$ cat config.mk
export PLATFORM = sky130hd
export DESIGN_NAME = aligned_stack_allocator
export DESIGN_NICKNAME = d
export VERILOG_FILES = /design/src/sv/asc_pkg.sv /design/src/sv/asc_ram.sv /design/src/sv/asc_stack.sv /design/src/sv/aligned_stack_allocator.sv
export SDC_FILE = /design/constraint.sdc
export NUM_CORES = 2
export LEC_CHECK = 0
export BUFFER_PORTS_ARGS = -buffer_cell sky130_fd_sc_hd__buf_2
export CORE_MARGIN = 5
export CORE_UTILIZATION = 40
export DETAILED_ROUTE_END_ITERATION = 8
export GPL_TIMING_DRIVEN = 0
export PLACE_DENSITY_LB_ADDON = 0.3
export SLEW_MARGIN = 20
export SYNTH_ARGS = -nofsm -noshare
export SYNTH_HDL_FRONTEND = slang
export SYNTH_HIERARCHICAL = 1
export SYNTH_SLANG_ARGS = --single-unit
$ cat constraint.sdc
create_clock -name clock -period 25.8 [get_ports clock]
set_input_delay 2.58 -clock clock [delete_from_list [all_inputs] [get_ports clock]]
set_output_delay 2.58 -clock clock [all_outputs]
set_load 0.005 [all_outputs]
$ cat src/sv/asc_pkg.sv
// asc_pkg: shared types, codes and the header adjustment function for the
// aligned stack allocator. No dependencies.
package asc_pkg;

   localparam int HEADER_BYTES = 1;
   localparam int ADJ_W        = 8;

   localparam logic KIND_ALLOC   = 1'b0;
   localparam logic KIND_RELEASE = 1'b1;

   localparam logic [1:0] CSR_REGION_BASE  = 2'd0;
   localparam logic [1:0] CSR_REGION_BYTES = 2'd1;

   typedef enum logic [1:0] {
      ST_OK          = 2'd0,
      ST_REGION_FULL = 2'd1,
      ST_STACK_FULL  = 2'd2,
      ST_EMPTY       = 2'd3
   } status_type;

   typedef struct packed {
      logic push;
      logic pop;
      logic clear;
   } stack_cmd_type;

   // padding from top to next aligned address, bumped by whole alignments
   // until at least HEADER_BYTES of room sit below the block
   function automatic logic [ADJ_W-1:0] header_adjust(input logic [6:0] top_lo,
                                                      input logic [2:0] align_log2);
      logic [8:0] mask;
      logic [8:0] adj0;
      logic [8:0] need;
      logic [8:0] steps;
      logic [8:0] adj;
      mask  = (9'd1 << align_log2) - 9'd1;
      adj0  = {2'b00, 7'(7'd0 - top_lo)} & mask;
      need  = 9'(HEADER_BYTES) - adj0;
      steps = (need + mask) >> align_log2;
      adj   = adj0;
      if (adj0 < 9'(HEADER_BYTES)) begin
         adj = adj0 + (steps << align_log2);
      end
      return adj[ADJ_W-1:0];
   endfunction

endpackage

$ cat src/sv/asc_ram.sv
// asc_ram: generic single write port, single read port RAM with registered
// read data. No dependencies.
module asc_ram #(
   parameter int WIDTH = 8,
   parameter int DEPTH = 64
) (
   input  logic                     clock,
   input  logic                     wr_en,
   input  logic [$clog2(DEPTH)-1:0] wr_addr,
   input  logic [WIDTH-1:0]         wr_data,
   input  logic [$clog2(DEPTH)-1:0] rd_addr,
   output logic [WIDTH-1:0]         rd_data
);

   logic [WIDTH-1:0] mem_ff [DEPTH];
   logic [WIDTH-1:0] rd_data_ff;

   always_ff @(posedge clock) begin
      if (wr_en) begin
         mem_ff[wr_addr] <= wr_data;
      end
      rd_data_ff <= mem_ff[rd_addr];
   end

   assign rd_data = rd_data_ff;

endmodule

$ cat src/sv/asc_stack.sv
// asc_stack: adjustment stack with the top entry cached in a register and
// the rest in asc_ram, prefetching the entry below the top. Uses asc_pkg.
module asc_stack #(
   parameter int MAX_BLOCKS = 64
) (
   input  logic                            clock,
   input  logic                            reset,
   input  asc_pkg::stack_cmd_type          cmd,
   input  logic [asc_pkg::ADJ_W-1:0]       push_data,
   output logic [$clog2(MAX_BLOCKS+1)-1:0] count,
   output logic [$clog2(MAX_BLOCKS+1)-1:0] count_next,
   output logic [asc_pkg::ADJ_W-1:0]       top_data
);
   import asc_pkg::*;

   localparam int CW = $clog2(MAX_BLOCKS + 1);
   localparam int AW = $clog2(MAX_BLOCKS);

   logic [CW-1:0]    count_ff, count_in;
   logic [ADJ_W-1:0] cache_ff, cache_in;
   logic             byp_ff;
   logic [ADJ_W-1:0] byp_data_ff;
   logic [ADJ_W-1:0] below;
   logic [ADJ_W-1:0] rd_data;
   logic [CW-1:0]    wr_idx;
   logic [CW-1:0]    rd_idx;
   logic             wr_en;

   // entry just under the top: ram prefetch, or the value written last cycle
   assign below = byp_ff ? byp_data_ff : rd_data;

   always_comb begin
      count_in = count_ff;
      cache_in = cache_ff;
      if (cmd.clear) begin
         count_in = '0;
      end else if (cmd.push) begin
         count_in = count_ff + CW'(1);
         cache_in = push_data;
      end else if (cmd.pop) begin
         count_in = count_ff - CW'(1);
         cache_in = below;
      end
   end

   // old cached top spills into the ram on a push onto a non-empty stack
   assign wr_en  = cmd.push && !cmd.clear && (count_ff != '0);
   assign wr_idx = count_ff - CW'(1);
   assign rd_idx = (count_in >= CW'(2)) ? (count_in - CW'(2)) : '0;

   asc_ram #(
      .WIDTH(ADJ_W),
      .DEPTH(MAX_BLOCKS)
   ) u_ram (
      .clock  (clock),
      .wr_en  (wr_en),
      .wr_addr(wr_idx[AW-1:0]),
      .wr_data(cache_ff),
      .rd_addr(rd_idx[AW-1:0]),
      .rd_data(rd_data)
   );

   always_ff @(posedge clock) begin
      if (reset) begin
         count_ff <= '0;
         byp_ff   <= 1'b0;
      end else begin
         count_ff <= count_in;
         byp_ff   <= wr_en;
      end
      cache_ff    <= cache_in;
      byp_data_ff <= cache_ff;
   end

   assign count      = count_ff;
   assign count_next = count_in;
   assign top_data   = cache_ff;

endmodule

$ cat src/sv/aligned_stack_allocator.sv
// aligned_stack_allocator: top level of the LIFO bump allocator with header
// alignment. Uses asc_pkg, asc_stack and asc_ram.
//
// One request word is taken in every cycle (busy stays low) and its response
// word passes the input and response registers to rsp_, held for one cycle
// under rsp_strobe; the receiver cannot stall it. The whole decision for a
// request is one registered pass: header adjustment from the low top bits,
// a 34-bit three-term sum, compared to the region size, and the cached stack
// top, so back-to-back requests see each other's updates with no gaps.
// Writing region_base empties the allocator; writing region_bytes only moves
// the limit. Configuration is taken any cycle (csr_ready is always high) and
// is only meant to be written while no request is in flight.
module aligned_stack_allocator #(
   parameter int MAX_BLOCKS = 64
) (
   input  logic        clock,
   input  logic        reset,
   // request channel
   input  logic        start,
   output logic        busy,
   input  logic        req_kind,
   input  logic [31:0] req_request_bytes,
   input  logic [2:0]  req_align_log2,
   input  logic [31:0] req_release_address,
   // response channel
   output logic        rsp_strobe,
   output logic [1:0]  rsp_status,
   output logic [31:0] rsp_block_address,
   output logic [31:0] rsp_used_bytes,
   output logic [6:0]  rsp_live_blocks,
   // register write channel
   input  logic        csr_valid,
   output logic        csr_ready,
   input  logic [1:0]  csr_index,
   input  logic [31:0] csr_data
);
   import asc_pkg::*;

   localparam int CW = $clog2(MAX_BLOCKS + 1);

   // input register
   logic        item_vld_ff;
   logic        kind_ff;
   logic [31:0] req_bytes_ff;
   logic [2:0]  align_log2_ff;
   logic [31:0] rel_addr_ff;

   // allocator state and registers
   logic [31:0] top_ff, top_in;
   logic [31:0] used_ff, used_in;
   logic [31:0] size_ff;

   // response register
   logic        rsp_vld_ff;
   logic [1:0]  status_ff;
   logic [31:0] addr_ff;
   logic [31:0] used_out_ff;
   logic [6:0]  live_ff;

   logic           csr_wr;
   logic           base_wr;
   stack_cmd_type  stk_cmd;
   logic [CW-1:0]  stk_count;
   logic [CW-1:0]  stk_count_next;
   logic [ADJ_W-1:0] stk_top;
   logic [ADJ_W-1:0] adj;
   logic [33:0]    need_sum;
   logic [31:0]    grant_addr;
   status_type     status;
   logic [31:0]    addr_out;

   assign busy      = 1'b0;
   assign csr_ready = 1'b1;
   assign csr_wr    = csr_valid && csr_ready;
   assign base_wr   = csr_wr && (csr_index == CSR_REGION_BASE);

   // capture the request word
   always_ff @(posedge clock) begin
      if (reset) begin
         item_vld_ff <= 1'b0;
      end else begin
         item_vld_ff <= start && !busy;
      end
      if (start && !busy) begin
         kind_ff       <= req_kind;
         req_bytes_ff  <= req_request_bytes;
         align_log2_ff <= req_align_log2;
         rel_addr_ff   <= req_release_address;
      end
   end

   // adjustment and region check for an allocate
   assign adj        = header_adjust(top_ff[6:0], align_log2_ff);
   assign need_sum   = {2'b00, used_ff} + 34'(adj) + {2'b00, req_bytes_ff};
   assign grant_addr = top_ff + 32'(adj);

   always_comb begin
      top_in   = top_ff;
      used_in  = used_ff;
      stk_cmd  = '0;
      status   = ST_OK;
      addr_out = '0;
      if (base_wr) begin
         top_in        = csr_data;
         used_in       = '0;
         stk_cmd.clear = 1'b1;
      end else if (item_vld_ff) begin
         if (kind_ff == KIND_ALLOC) begin
            if (stk_count == CW'(MAX_BLOCKS)) begin
               status = ST_STACK_FULL;
            end else if (need_sum > {2'b00, size_ff}) begin
               status = ST_REGION_FULL;
            end else begin
               addr_out     = grant_addr;
               top_in       = grant_addr + req_bytes_ff;
               used_in      = used_ff + req_bytes_ff + 32'(adj);
               stk_cmd.push = 1'b1;
            end
         end else begin
            if (stk_count == '0) begin
               status = ST_EMPTY;
            end else begin
               // release address is trusted: roll back to where that block began
               used_in     = used_ff - ((top_ff - rel_addr_ff) + 32'(stk_top));
               top_in      = rel_addr_ff - 32'(stk_top);
               stk_cmd.pop = 1'b1;
            end
         end
      end
   end

   asc_stack #(
      .MAX_BLOCKS(MAX_BLOCKS)
   ) u_stack (
      .clock     (clock),
      .reset     (reset),
      .cmd       (stk_cmd),
      .push_data (adj),
      .count     (stk_count),
      .count_next(stk_count_next),
      .top_data  (stk_top)
   );

   // state and configuration
   always_ff @(posedge clock) begin
      if (reset) begin
         top_ff  <= '0;
         used_ff <= '0;
         size_ff <= 32'd65536;
      end else begin
         top_ff  <= top_in;
         used_ff <= used_in;
         if (csr_wr && (csr_index == CSR_REGION_BYTES)) begin
            size_ff <= csr_data;
         end
      end
   end

   // response word
   always_ff @(posedge clock) begin
      if (reset) begin
         rsp_vld_ff <= 1'b0;
      end else begin
         rsp_vld_ff <= item_vld_ff && !base_wr;
      end
      status_ff   <= status;
      addr_ff     <= addr_out;
      used_out_ff <= used_in;
      live_ff     <= 7'(stk_count_next);
   end

   assign rsp_strobe        = rsp_vld_ff;
   assign rsp_status        = status_ff;
   assign rsp_block_address = addr_ff;
   assign rsp_used_bytes    = used_out_ff;
   assign rsp_live_blocks   = live_ff;

endmodule

* After elaboration in Yosys (flattened, before gate mapping)
Memory sizes are Yosys's and may differ from the RTL's. A register that Yosys moved wholly into a read port is not among the register bits. Index checks and enable logic that the tools add are counted.
Cells by class: $lt $le $gt $ge 3, shift operators 3, mux-type cells 34, equal/unequal tests 5, bitwise operators 3, reductions and logical operators 16, add/subtract/negate cells 18
Operators by type and width (number):
- 32-bit 2-to-1 mux | 12
- 32-bit by 8-bit adder with 32-bit output | 3
- 32-bit adder | 2
- 32-bit subtractor | 2
- 33-bit by 32-bit adder with 34-bit output | 1
- 34-bit by 32-bit greater-than comparator with 1-bit output | 1
- 32-bit by 8-bit adder with 33-bit output | 1
- 8-bit 2-to-1 mux | 4
- 32-bit by 8-bit subtractor with 32-bit output | 1
- 7-bit 2-to-1 mux | 3
- 2-bit 2-to-1 mux | 5
- 9-bit adder | 1
- 7-bit by 9-bit AND with 9-bit output | 1
- 9-bit by 1-bit less-than comparator with 1-bit output (second input constant) | 1
- 1-bit 2-to-1 mux | 9
- 3-bit inequality test (second input constant) | 3
- 1-bit by 3-bit left shift with 9-bit output (first input constant) | 1
- 9-bit by 3-bit left shift with 8-bit output | 1
- 9-bit by 3-bit right shift with 9-bit output | 1
- 1-bit by 9-bit subtractor with 9-bit output (first input constant) | 1
- 9-bit by 1-bit subtractor with 9-bit output (second input constant) | 1
- 8-bit adder | 1
- 7-bit by 1-bit adder with 7-bit output (second input constant) | 1
- 7-bit == test (second input constant) | 1
- other kinds (17) | 24
Word-level totals: logic and storage cells 100, register bits after elaboration 263, output and inout bits 76, memories 1, memory bits (writable) 512
Memories:
- u_stack.u_ram.mem_ff | depth 64, bits a word 8, read ports 1, clocked after memory_dff 1, write ports 1, RTL line asc_ram.sv:15 | logic [WIDTH-1:0] mem_ff [DEPTH];

* Depth between registers and ports, before layout
word-level depth 22, gate-level depth with buffers 55, gate-level depth less buffers 49

* Cells and area by module
The synthesis kept the hierarchy.
By module, submodules not included:
- asc_ram | times used 1, sequential area each 15534.9 µm², area each 20166.8 µm², cells an instance 940
- aligned_stack_allocator | times used 1, sequential area each 5465.2 µm², area each 18961.9 µm², cells an instance 2219
- asc_stack | times used 1, sequential area each 560.5 µm², area each 1375.1 µm², cells an instance 142

* Least setup slack after synthesis
No wires, ideal clock.
path kind register to register, start point register top_ff[1], end point register u_stack.u_ram.rd_data_ff[3] (netlist: u_stack/u_ram/rd_data[3]), read port of u_stack.u_ram.mem_ff, required time 25.666 ns, setup slack 15.375 ns, data arrival time 10.292 ns, clock period less this slack 10.425 ns, cell stages (with the launch flop) 51, path through dfxtp_1 -> inv_1 -> ha_1 -> xor2_1 -> nand2_1 -> ha_1 -> inv_1 -> a311o_1 -> a21o_1 -> a21oi_1 -> xnor2_1 -> and2_1 -> ha_1 -> a21oi_1 -> xor2_1 -> xnor2_1 -> nor2_1 -> fa_1 -> [... 15 more ...] -> or2_1 -> buf_6 -> nor3_4 -> buf_2 -> inv_1 -> mux2_2 -> a21oi_1 -> inv_1 -> ha_1 -> nand3_1 -> nor3_2 -> nor2_1 -> buf_6 -> buf_4 -> mux4_2 -> mux4_2 -> o21ai_1 -> o41ai_1
RTL lines:
- from (decl) | RTL line aligned_stack_allocator.sv:49 | logic [31:0] top_ff, top_in;
- from (signal assigned) | RTL line aligned_stack_allocator.sv:151 | top_ff <= top_in;
- to (decl) | RTL line asc_ram.sv:16 | logic [WIDTH-1:0] rd_data_ff;

==> run metrics <==
Hold-fix buffers, CTS=0; crit path kind=flop to flop; # clock sinks=783; layout cell share with drive strength beyond 1=16.14%; Total Routing Usage GR=23.45%; DP Area=0.04360 sq mm; setup TNS=0 ns; unrepaired setup endpoints after global routing=no; Core ar.=about 0.10 sq mm; register area share after synthesis=53.23%; # IOs=182; fmax=approximately 67 MHz; vias=28.94k; Filler cells=between 8k and 9k; root buf cell=clkbuf_16; vias per inst=between 5 and 6; Initial Util=40.39%; max-capacitance violation count=0; top cell type's share of synthesized area=a little over two fifths; Remaining DRCs=0; crit path DAT=15.46 ns; synth top area cells=edfxtp_1 (44%), dfxtp_1 (9.6%), mux4_2 (7.0%), ha_1 (6.5%), a21oi_1 (2.7%); WL per Instance=25.65 um; Overflow after GRT=0; ys async rst share=0%; Cell Area, Synth=0.04050 sq mm; Longest Clk Path Bufs=3; initial drt markers=3708; initial antenna violation count=8; Worst setup EP type=flop; Critical Path Most Common Cell=ha_1; Resized Gates After CTS=0; Area Overhead vs Synth=14.68%; worst hold margin=0.4544 ns; Inst Count DP=4862; fin. max-slew vios=0; CP max stage cell=clkbuf_1; Die Wd=328.2 um; Initial DRT Pass Iterations=6; critical path data required time=approximately 26 ns; area occupied by multi-input gates=0.01752 sq mm; Clock Skews=0.03346 ns; most numerous cell in the Yosys netlist=edfxtp_1; Synth area leader=edfxtp_1; min Tclk post-route=14.95 ns; Pwr Density=94.79 mW/mm^2; Syn Inst Count=3301; worst slew pin tran=1.135 ns; Chip Height=roughly 330 um; Post-synth top flop=edfxtp_1; Final Hold Viols=0; Layout Nets=~4k; CTS tree=built; critical path's largest stage delay=0.78 ns; HP Class=flop to flop; Post-DP HPWL=98190 um; Post-CTS Setup Bufs=0; post-route clock period utilization=57.94%; Non-Filler Instances=5021; vias in the first global route=roughly 28k; Post-Route WL=128800 um; Final setup viols=0; # rows=116; clock slew at reported path FFs=0.06 ns; Skew-Pair Late Insertion Delay=0.67 ns; placer congestion estimate=slightly below 1; CP startpoint kind=flop; crit-path max FO=17; cts bufs inserted=83; most frequent cells after synthesis=edfxtp_1 (588), nand2_1 (260), nor2_1 (238); Netlist cell types=between 100 and 150; CTS H-tree lvls=3; port buffer count=~180; Yosys reg bits=~780; VDD IR max=0.06135 mV; global-route wire length before repair=186300 um; die area=0.1077 sq mm; CP top delay family=compound AO/OA/AOI/OAI gates; Post-synth EDFFs=a little under 600; DRT antenna net count=0; status=finished clean; worst path buffer plus inverter count=10; YS warnings=6; largest net degree at the start of global routing=48; design area=0.04645 sq mm; Avg Inst Size Synth=12.27 sq um; leakage=around 17 nW; Seq. cell area=0.02156 sq mm; Slew HR=22.35%
==> cell families (layout without fill, tap and decap cells) <==
family,after synthesis,in the layout,synth area share [%]
fa+ha+maj,261,261,9.026
buf+inv,334,693,3.586
simple gates,863,863,10.27
flops,783,783,53.23
other cells,2,6,0.01854
compound gates,723,723,12.05
mux,186,186,8.597
xor+xnor,149,149,3.222
==> power by group <==
part | switching, mW | internal (mW) | leakage, nW
clock network | 0.513 | 0.736 | 1.37
logic | 1.04 | 0.658 | 8.86
registers | 0.0507 | 1.41 | 6.93
==> stage by stage <==
stage | power [mW] | utilization (%) | setup slack [ns]
global route | 4.628 | 46.31 | 10.42
detailed placement | 3.140 | 43.47 | 11.22
CTS | 4.399 | 46.31 | 11.12
floorplan | 2.635 | - | 15.37
global placement | 3.120 | 42.97 | 11.19
finish | 4.403 | 46.32 | 10.85
==> final timing paths <==
check                                                         to               startpoint  depth (start not counted)  slack [ns]
worst max register to register  u_stack/u_ram/rd_data[1]$_DFF_P_   top_ff[0]$_SDFFE_PP0P_                         49       10.85
worst min-delay path                     size_ff[5]$_SDFFE_PP0P_  size_ff[5]$_SDFFE_PP0P_                          2        0.45
worst max-delay path            u_stack/u_ram/rd_data[1]$_DFF_P_   top_ff[0]$_SDFFE_PP0P_                         49       10.85
worst min register to register           size_ff[5]$_SDFFE_PP0P_  size_ff[5]$_SDFFE_PP0P_                          2        0.45
==> sequential cells by signal, indices dropped and copies added, names as in the netlist <==
| signal | cells |
|---|---|
| u_stack/u_ram/mem_ff | 512 |
| rel_addr_ff | 32 |
| req_bytes_ff | 32 |
| rsp_block_address | 32 |
| rsp_used_bytes | 32 |
| size_ff | 32 |
| top_ff | 32 |
| used_ff | 32 |
| u_stack/byp_data_ff | 8 |
| u_stack/top_data | 8 |
| u_stack/u_ram/rd_data | 8 |
| rsp_live_blocks | 7 |
| u_stack/count | 7 |
| align_log2_ff | 3 |
| rsp_status | 2 |
| item_vld_ff | 1 |
| kind_ff | 1 |
| rsp_strobe | 1 |
| u_stack/byp_ff | 1 |
==> final cells by class <==
cell class	count	area share [%]
Clock inverter	40	1.204
Multi-Input combinational cell	2185	37.72
Inverter	185	1.495
Antenna cell	3	0.01616
Buffer	149	1.632
Tap cell	1357	3.655
Clock buffer	116	4.916
Sequential cell	783	46.42
Timing Repair Buffer	203	2.947
==> routing by layer <==
metal / share of wire (%) / GRT usage, %
met3: 9.2 / 4.236
met4: 4.6 / 9.803
met2: 46 / 37.08
met1: 41 / 32.06
met5: 0.021 / 0
==> cells in the final DEF (no fill, tap or decap), types with 22 or more instances in the layout <==
master	n
o21a_1	23
edfxtp_1	588
o21ai_0	118
nand2_1	260
and3_1	47
and2_1	22
a21oi_1	216
a21o_1	63
dfxtp_1	195
nor3_1	48
a31oi_1	30
fa_1	52
o211ai_1	24
buf_2	201
clkbuf_16	85
nor2_1	237
clkbuf_1	106
nand2b_1	27
a211oi_1	37
ha_1	209
nand3_1	59
inv_1	183
mux2i_1	43
xor2_1	50
nor2b_1	41
o21bai_1	26
xnor2_1	98
nand4_1	26
mux4_2	126
==> worst min-delay path, stage by stage (launching register included) <==
cell and delay (ns):
dfxtp_1 0.31, nand2_1 0.05, a21oi_1 0.05
(Power assumes the default switching activity.)
